File: src/design/ird_pkg.sv
// Shared types and constants for the input-restricted deque.
// No dependencies; imported by the deque top level and its checker.
`timescale 1ns / 1ps
`default_nettype none

package ird_pkg;

    localparam int DEPTH   = 32;
    localparam int IDX_W   = $clog2(DEPTH);
    localparam int CNT_W   = $clog2(DEPTH + 1);
    localparam int DATA_W  = 32;
    localparam int CMD_W   = 2;
    localparam int COUNT_W = 6;
    localparam int STAT_W  = 2;

    typedef enum logic [CMD_W-1:0] {
        CMD_PUSH_BACK = 2'd0,
        CMD_POP_FRONT = 2'd1,
        CMD_POP_BACK  = 2'd2,
        CMD_QUERY     = 2'd3
    } cmd_t;

    typedef enum logic [STAT_W-1:0] {
        ST_OK    = 2'd0,
        ST_EMPTY = 2'd1,
        ST_FULL  = 2'd2
    } status_t;

endpackage

`default_nettype wire

File: src/design/input_restricted_deque.sv
// Input-restricted deque: ring buffer of signed words, push at back, pop at either end.
// Depends on ird_pkg for depth, widths and the command and status codes.
// Push, query and refused commands give their result beat in the cycle after acceptance;
// a successful pop gives it after the synchronous slot memory read, via the read data
// register and then the result register. Throughput: 1 command per cycle for push and query
// while the result is not stalled; a pop holds off the next command until its data is back.
// Reset clears head, tail, occupancy and the result register; slot contents stay as they are.
`timescale 1ns / 1ps
`default_nettype none

module input_restricted_deque
    import ird_pkg::*;
(
    input  wire logic                      clk,
    input  wire logic                      rst_n,
    input  wire logic                      cmd_valid,
    output logic                           cmd_ready,
    input  wire logic [CMD_W-1:0]          cmd,
    input  wire logic signed [DATA_W-1:0]  item,
    output logic                           res_valid,
    input  wire logic                      res_ready,
    output logic signed [DATA_W-1:0]       value,
    output logic [COUNT_W-1:0]             count,
    output logic [STAT_W-1:0]              status
);

    typedef enum logic {
        S_IDLE,
        S_READ
    } state_t;

    // Slot memory: one write port, one registered read port.
    logic [DATA_W-1:0] slots [DEPTH];
    logic [DATA_W-1:0] rd_data_reg;
    logic              mem_we;
    logic              mem_re;
    logic [IDX_W-1:0]  mem_waddr;
    logic [IDX_W-1:0]  mem_raddr;

    state_t                    state_reg, state_next;
    logic [IDX_W-1:0]          head_reg, head_next;
    logic [IDX_W-1:0]          tail_reg, tail_next;
    logic [CNT_W-1:0]          occ_reg, occ_next;
    logic                      res_valid_reg, res_valid_next;
    logic signed [DATA_W-1:0]  value_reg, value_next;
    logic [CNT_W-1:0]          count_reg, count_next;
    status_t                   status_reg, status_next;

    logic                      accept;
    logic                      full;
    logic                      empty;
    logic [IDX_W-1:0]          head_inc;
    logic [IDX_W-1:0]          tail_inc;
    logic [IDX_W-1:0]          tail_dec;
    logic [COUNT_W+CNT_W-1:0]  count_ext;

    // Take a new beat only with no read in flight and the result register free or draining.
    assign cmd_ready = (state_reg == S_IDLE) && (!res_valid_reg || res_ready);
    assign accept    = cmd_valid && cmd_ready;

    assign full  = (occ_reg == CNT_W'(DEPTH));
    assign empty = (occ_reg == '0);

    // Wrap the ring indices in both directions.
    assign head_inc = (head_reg == IDX_W'(DEPTH - 1)) ? '0 : head_reg + IDX_W'(1);
    assign tail_inc = (tail_reg == IDX_W'(DEPTH - 1)) ? '0 : tail_reg + IDX_W'(1);
    assign tail_dec = (tail_reg == '0) ? IDX_W'(DEPTH - 1) : tail_reg - IDX_W'(1);

    always_comb
    begin
        state_next     = state_reg;
        head_next      = head_reg;
        tail_next      = tail_reg;
        occ_next       = occ_reg;
        res_valid_next = res_valid_reg;
        value_next     = value_reg;
        count_next     = count_reg;
        status_next    = status_reg;
        mem_we         = 1'b0;
        mem_re         = 1'b0;
        mem_waddr      = tail_reg;
        mem_raddr      = head_reg;

        // Drop the held beat once the consumer takes it.
        if (res_valid_reg && res_ready)
        begin
            res_valid_next = 1'b0;
        end

        if (state_reg == S_READ)
        begin
            // Read data is back: present the popped word.
            value_next     = signed'(rd_data_reg);
            res_valid_next = 1'b1;
            state_next     = S_IDLE;
        end
        else if (accept)
        begin
            value_next  = '0;
            status_next = ST_OK;
            unique case (cmd_t'(cmd))
                CMD_PUSH_BACK:
                begin
                    if (full)
                    begin
                        status_next = ST_FULL;
                        count_next  = occ_reg;
                    end
                    else
                    begin
                        mem_we     = 1'b1;
                        mem_waddr  = tail_reg;
                        tail_next  = tail_inc;
                        occ_next   = occ_reg + CNT_W'(1);
                        count_next = occ_reg + CNT_W'(1);
                    end
                    res_valid_next = 1'b1;
                end
                CMD_POP_FRONT:
                begin
                    if (empty)
                    begin
                        status_next    = ST_EMPTY;
                        count_next     = '0;
                        res_valid_next = 1'b1;
                    end
                    else
                    begin
                        mem_re     = 1'b1;
                        mem_raddr  = head_reg;
                        head_next  = head_inc;
                        occ_next   = occ_reg - CNT_W'(1);
                        count_next = occ_reg - CNT_W'(1);
                        state_next = S_READ;
                    end
                end
                CMD_POP_BACK:
                begin
                    if (empty)
                    begin
                        status_next    = ST_EMPTY;
                        count_next     = '0;
                        res_valid_next = 1'b1;
                    end
                    else
                    begin
                        mem_re     = 1'b1;
                        mem_raddr  = tail_dec;
                        tail_next  = tail_dec;
                        occ_next   = occ_reg - CNT_W'(1);
                        count_next = occ_reg - CNT_W'(1);
                        state_next = S_READ;
                    end
                end
                CMD_QUERY:
                begin
                    count_next     = occ_reg;
                    res_valid_next = 1'b1;
                end
            endcase
        end
    end

    // Slot memory. Writes and reads never target the same cycle, so no bypass is needed.
    always_ff @(posedge clk)
    begin
        if (mem_we)
        begin
            slots[mem_waddr] <= item;
        end
        if (mem_re)
        begin
            rd_data_reg <= slots[mem_raddr];
        end
    end

    always_ff @(posedge clk or negedge rst_n)
    begin
        if (!rst_n)
        begin
            state_reg     <= S_IDLE;
            head_reg      <= '0;
            tail_reg      <= '0;
            occ_reg       <= '0;
            res_valid_reg <= 1'b0;
            value_reg     <= '0;
            count_reg     <= '0;
            status_reg    <= ST_OK;
        end
        else
        begin
            state_reg     <= state_next;
            head_reg      <= head_next;
            tail_reg      <= tail_next;
            occ_reg       <= occ_next;
            res_valid_reg <= res_valid_next;
            value_reg     <= value_next;
            count_reg     <= count_next;
            status_reg    <= status_next;
        end
    end

    // Mask the occupancy to the width of the count field.
    assign count_ext = {{COUNT_W{1'b0}}, count_reg};

    assign res_valid = res_valid_reg;
    assign value     = value_reg;
    assign count     = count_ext[COUNT_W-1:0];
    assign status    = status_reg;

endmodule

`default_nettype wire

File: config.mk
export PLATFORM = sky130hd
export DESIGN_NAME = input_restricted_deque
export DESIGN_NICKNAME = d
export VERILOG_FILES = /design/src/design/ird_pkg.sv /design/src/design/input_restricted_deque.sv
export SDC_FILE = /design/constraint.sdc
export NUM_CORES = 1
export LEC_CHECK = 0
export ABC_AREA = 1
export ABC_CLOCK_PERIOD_IN_PS = 3200
export BUFFER_PORTS_ARGS = -buffer_cell sky130_fd_sc_hd__buf_2
export CAP_MARGIN = 20
export CELL_PAD_IN_SITES_DETAIL_PLACEMENT = 1
export CELL_PAD_IN_SITES_GLOBAL_PLACEMENT = 1
export CORE_MARGIN = 4
export CORE_UTILIZATION = 45
export CTS_CLUSTER_DIAMETER = 80
export CTS_CLUSTER_SIZE = 30
export DETAILED_ROUTE_END_ITERATION = 16
export PLACE_DENSITY_LB_ADDON = 0.05
export SLEW_MARGIN = 20
export SYNTH_ARGS = -nofsm -noshare
export SYNTH_HDL_FRONTEND = slang
export SYNTH_SLANG_ARGS = --single-unit
File: constraint.sdc
create_clock -name clk -period 3.2 [get_ports clk]
set_clock_uncertainty 0.05 [all_clocks]
set_input_delay 0.16 -clock clk [delete_from_list [all_inputs] [get_ports clk]]
set_output_delay 0.16 -clock clk [all_outputs]
set_load 0.03 [all_outputs]
==> results of run 1 <==
==> cells by family after synthesis <==
family	synth area share
AOI/OAI and AO/OA	0.00706
xor gates and xnor gates	0.00196
and+or+nand+nor	0.205
DFF	0.675
buffers and inverters	0.107
adders and majority gates	0.00382
==> synthesized netlist by cell type, types with 5 or more instances <==
master and n:
nor2_1 45, a21oi_1 9, buf_4 22, ha_1 15, xor2_1 10, o21ai_0 30
nand3_1 1041, inv_1 1059, nand2_1 1206, edfxtp_1 1056, buf_6 5, buf_2 177
dfrtp_1 58, clkbuf_1 37, o22ai_1 5
==> routing by layer <==
| metal | global-route usage | up-vias | wire length (µm) | part of all wire |
|---|---|---|---|---|
| met1 | 0.364 | 17481 | 68100 | 0.43 |
| met4 | 0.0790 | 2 | 4900 | 0.031 |
| li1 | - | 15625 | - | - |
| met3 | 0.0360 | 223 | 8280 | 0.053 |
| met2 | 0.461 | 792 | 75500 | 0.48 |
| met5 | 0 | - | 13 | 0.000083 |
==> per-stage QoR <==
stage | area [µm²] | power, W | instances | worst slack, ns
2_1_floorplan | 49100 | 0.0274 | 4817 | -0.205
3_3_place_gp | 52500 | 0.0334 | 6207 | 0.285
3_5_place_dp | 52500 | 0.0336 | 6207 | 0.215
4_1_cts | 54700 | 0.0422 | 6337 | 0.189
5_1_grt | 54800 | 0.0444 | 6343 | -0.0248
6_report | 54800 | 0.0420 | 6344 | 0.173
==> cell type report <==
type / count / area share
timing repair buffer: 274 / 0.0553
clock buffer: 55 / 0.0244
clock inverter: 37 / 0.00838
inverter: 1064 / 0.0731
multi-input combinational: 2396 / 0.201
tap: 1403 / 0.0321
antenna: 1 / 0.0000457
sequential: 1114 / 0.606
==> final timing paths <==
| path | from | end |
|---|---|---|
| worst min register to register | rd_data_reg[2] | value[2] |
| max in group asynchronous | rst_n | value[1] |
| worst min-delay path | rst_n | value[29] |
| worst max register to register | occ_reg[0] | rd_data_reg[3] |
| worst max-delay path | occ_reg[0] | rd_data_reg[3] |
| min in group clk | cmd[0] | count[5] |
==> power by group through the flow <==
stage                     Sequential (W)  Clock, W  Combinational (W)
final                             0.0170   0.00855             0.0165
after global routing              0.0170   0.00928             0.0181
after CTS                         0.0170   0.00877             0.0164
after detailed placement          0.0173         0             0.0163
after global placement            0.0173         0             0.0161
after floorplan                   0.0174         0            0.00994
==> repair_timing <==
item / in CTS / in global routing
gates resized for setup: 0 / 1
endpoints found under the setup margin: 0 / 1
endpoints found under the hold margin: 1082 / 0
hold buffers: 38 / 0
buffers inserted: 0 / 5
==> worst register-to-register path, stage by stage, from the launching register on <==
cell      delay, ns
dfrtp_1        0.39
clkinv_1       0.11
ha_1           0.26
nand3_2        0.13
nand3_2        0.24
nand2_4        0.27
buf_16         0.45
nand3_1        0.37
nand3_1        0.12
nand3_1        0.08
nand3_1        0.12
nand2_1        0.07
nand2_1        0.07
nand2_1        0.06
==> summary.md, run 1 <==
* completed — result of the run
* nand2_1 — commonest non-fill, non-tap cell in the layout
* 0 — number of maximum-capacitance constraint violations
* primary input to async pin — Worst Hold Class
* edfxtp_1 — Synth area leader
* 3.59 ns — critical path data required time
* nand3_1 — most used cell along the critical path
* 0.456 — initial core utilization
* 79 — total of buffers placed on input and output ports
* 0.790 — RePlAce Congestion
* 338 µm — Die Wd
* simple AND/OR/NAND/NOR gates — CP delay by family, top
* register — crit path capture type
* 86100 µm — DPL Wire Length
* 24.7 µm — post-DR wirelength/cell
* 13 — depth of the most critical reg-to-reg path
* 0 — hold violation total from the final report
* 0.0169 W — switching power of the nets
* 13 — count of cell instances traversed by the critical path
* clkinv_1, ha_1, nand3_2, nand3_2, nand2_4, buf_16, nand3_1, nand3_1, nand3_1, nand3_1, nand2_1, nand2_1, nand2_1 — cell chain of the critical path
* clkbuf_16 — root cell of the clock tree
* 120 — total number of placement rows
* 53 — number of buffers created by CTS
* 34123 — routed vias
* 1204 x nand2_1, 1057 x inv_1, 1056 x edfxtp_1 — commonest non-fill, non-tap cells in the layout
* buf_16 — Slowest cell on crit path
* 0.509 — utilization after layout
* 1024 — flip-flop count of the largest register, all copies and words added
* 4817 — post-synthesis instance total
* 2871 — first-iteration detailed-routing DRC count
* 23.7 nW — Leak
* 0.204 — fraction of power consumed by the clock network
* register — crit start category
* 4870 — Synthesized Nets
* 97 — pin count of the biggest net entering global routing
* done — TritonCTS clock tree
* 229000 µm — wire length of the first global-routing pass
* 3.42 ns — arrival time at the worst endpoint
* 1114 — clock sink count
* 0.330 GHz — Max Freq
* 2 — CTS H-Tree Depth
* 767 nW/µm² — Cell Pwr Density
* 5.38 — drt via density
* 157000 µm — final routed wirelength across all metal layers
* 0 ns — total negative setup slack
* 11.5% — Syn-to-layout area delta
* 40 — count of different cell masters after synthesis
* 0 — GRT Residual Overflow
* 34707 — via count of the first global-routing pass
* 0 — residual antenna-violating net count after detailed routing
* 114000 µm² — Die Footprint
* register to register — category of the most critical setup path
* 0.404 — Sequential Power Share
* 1114 — total of flip-flops plus latches after synthesis
* 0.392 — portion of total power attributed to combinational logic
* 0.45 ns — Max stage delay on crit path
* 0.962 ns — actual slew at the worst max-slew pin
* 11000 µm² — multi-input logic area
* 2 — buffers and inverters on the worst path
* edfxtp_1 65%, nand3_1 11%, nand2_1 9.2% — dominant cells by area after synthesis
* 0.0929 ns — worst hold slack
* 33200 µm² — sequential cell area
* 790 µV — largest vdd supply drop
* 0.17 ns — register-to-register setup slack
* 0.946 — fraction of the cycle the final worst path needs
* 1056 — number of enable flip-flop cells after synthesis
* 108000 µm² — core area
* 4956 — final net count
* 5 — 1st-pass router iterations
* 0.675 — sequential cell area fraction in the yosys report
* 0.402 — Sw Ratio
* 3.03 ns — final critical-path required period
* 3 — Bufs on Longest Clock Path
* 0 — Final Max Tran Viols
* 80 — boundary pin count
* 0 — residual DRC count
* 0.70 ns — clock latency of the later-clocked register in the worst-skew pair
* 338 µm — overall die height
* 0.0783 — fraction of final layout cells sized beyond drive strength 1
* 96 — largest fanout on the critical path
* 0.359 — max_slew headroom
* 11680 — number of fillers in the final layout
* 0.270 — combined global-route utilization of all metal layers
* 0 — total of endpoints with negative setup slack in the final report
* 0.10 ns — clock slew at reported path FFs
* 10.2 µm² — mean instance size in the synthesized netlist
* edfxtp_1 — leading register cell type out of synthesis
* 0.646 — share of Yosys cell area claimed by the top area cell type
* 0.0521 — proportion of synthesized flip-flops having asynchronous set or reset
* 8 — initial antenna violation count
* 49100 µm² — total standard cell area after synthesis
* 0.0251 W — Internal Dissipation
* 0 — Yosys warning total
(Power assumes the default switching activity.)
==> run 2: changes to the inputs <==
Settings changed: CORE_UTILIZATION 45 to 40.
==> summary.md, run 2 (same netlist as run 1, synthesis figures left out) <==
* 13363 — number of fillers in the final layout
* primary input to async pin — Worst Hold Class
* 1114 — clock sink count
* 122000 µm² — core area
* 0.331 GHz — Max Freq
* 0.785 — RePlAce Congestion
* 0.439 — max_slew headroom
* 80 — boundary pin count
* 3 — initial antenna violation count
* 563 µV — largest vdd supply drop
* 33200 µm² — sequential cell area
* 3.45 ns — arrival time at the worst endpoint
* clkbuf_16 — root cell of the clock tree
* done — TritonCTS clock tree
* 0.0857 — fraction of final layout cells sized beyond drive strength 1
* 24.1 µm — post-DR wirelength/cell
* 1024 — flip-flop count of the largest register, all copies and words added
* completed — result of the run
* 0.840 ns — actual slew at the worst max-slew pin
* nand2_1 — commonest non-fill, non-tap cell in the layout
* 234000 µm — wire length of the first global-routing pass
* register — crit path capture type
* 4984 — final net count
* 55500 µm² — Final Instance Area
* 128 — total number of placement rows
* 784 nW/µm² — Cell Pwr Density
* 13.1% — Syn-to-layout area delta
* 0.10 ns — clock slew at reported path FFs
* 2 — CTS H-Tree Depth
* 0.74 ns — clock latency of the later-clocked register in the worst-skew pair
* 1204 x nand2_1, 1057 x inv_1, 1056 x edfxtp_1 — commonest non-fill, non-tap cells in the layout
* 6453 — cell count after placement
* 5 — 1st-pass router iterations
* 6608 — number of standard cells in the final layout excluding fillers
* 23.9 nW — Leak
* 0 — total of endpoints with negative setup slack in the final report
* register — crit start category
* 0 — hold violation total from the final report
* 93700 µm — DPL Wire Length
* 11000 µm² — multi-input logic area
* 73 — pin count of the biggest net entering global routing
* 0 — number of maximum-capacitance constraint violations
* 33892 — routed vias
* 0.247 — combined global-route utilization of all metal layers
* 0.943 — fraction of the cycle the final worst path needs
* 358 µm — Die Wd
* 3.64 ns — critical path data required time
* 36 — largest fanout on the critical path
* 33972 — via count of the first global-routing pass
* 159000 µm — final routed wirelength across all metal layers
* 3 — Bufs on Longest Clock Path
* 59 — number of buffers created by CTS
* 0.403 — initial core utilization
* 128000 µm² — Die Footprint
* 0 — GRT Residual Overflow
* 3.02 ns — final critical-path required period
* no — unrepaired setup endpoints after global routing
* 2798 — first-iteration detailed-routing DRC count
* 358 µm — overall die height
* 0 — residual antenna-violating net count after detailed routing
* 5.13 — drt via density
* 0 — Final Max Tran Viols
* 79 — total of buffers placed on input and output ports
* 0 — residual DRC count
* 53000 µm² — Post-DP Area
* register to register — category of the most critical setup path
-- run 2: cell types whose count changed in the layout (fill, tap and decap cells not counted), moves of 2 or more --
cell / delta
buf_4: +24
clkbuf_16: +7
inv_6: +5
clkinv_2: +4
clkinvlp_4: -4
clkinv_4: +3
bufinv_16: +2
inv_16: +2
nand2_4: -2
-- run 2: repair_timing --
item / in CTS / in global routing
gates resized for setup: 1 / 1
setup endpoints to repair: 1 / 8
gates cloned: 0 / 0
endpoints found under the hold margin: 1087 / 0
pin swaps: 0 / 2
hold buffers: 38 / 0
buffers inserted: 0 / 4
-- run 2: layer usage --
metal	up-vias	global-route usage	wire (µm)	part of all wire
met1	17391	0.349	72900	0.46
met3	132	0.0263	6460	0.041
li1	15708	-	-	-
met5	-	0	7	0.000044
met4	2	0.0402	2430	0.015
met2	659	0.423	77300	0.49
-- run 2: final timing paths --
kind	start	end	slack (ns)	depth (start not counted)
hold / removal	rst_n	occ_reg[4]	0.11	3
setup reg to reg	occ_reg[1]	rd_data_reg[17]	0.18	16
max in group asynchronous	rst_n	value[12]	2.44	3
min in group clk	cmd[1]	count[5]	0.13	5
hold reg to reg	rd_data_reg[30]	value[30]	0.42	2
setup / recovery	occ_reg[1]	rd_data_reg[17]	0.18	16
-- run 2: cell type report --
type / instances / share of cell area
repair buffers: 297 / 0.0570
clock buffers: 63 / 0.0272
well taps: 1625 / 0.0366
diodes: 1 / 0.0000451
inverters: 1064 / 0.0721
multi-input cells: 2395 / 0.199
flip-flops and latches: 1114 / 0.597
clock inverters: 49 / 0.0111
-- run 2: critical path, cell delays in order (launching register included) --
cell,delay [ns]
dfrtp_1,0.43
inv_1,0.12
ha_1,0.24
nand3_2,0.17
nand3_4,0.23
nand2_8,0.22
nand2_8,0.21
buf_4,0.15
buf_12,0.15
buf_12,0.22
nand2_1,0.08
nand3_1,0.09
nand3_1,0.07
nand3_1,0.16
nand2_1,0.08
nand2_1,0.06
nand2_1,0.05
-- run 2: report_power, final --
part	total (W)	internal, W	leakage (nW)	switching [W]
Sequential	0.0171	0.0166	10.2	0.000468
Clock	0.00943	0.00405	1.04	0.00538
Combinational	0.0170	0.00539	12.7	0.0116
-- run 2: metrics by stage --
step,setup TNS (ns),util,hold WS [ns],total power [W],setup WS [ns]
2_1_floorplan,-212.21,-,-0.186,0.0274,-0.205
3_3_place_gp,0,0.435,0.338,0.0343,0.0179
3_5_place_dp,-0.0161,0.435,0.341,0.0344,-0.0161
4_1_cts,0,0.455,0.0737,0.0439,0.0871
5_1_grt,0,0.456,0.105,0.0461,0.00684
6_report,0,0.456,0.110,0.0435,0.181
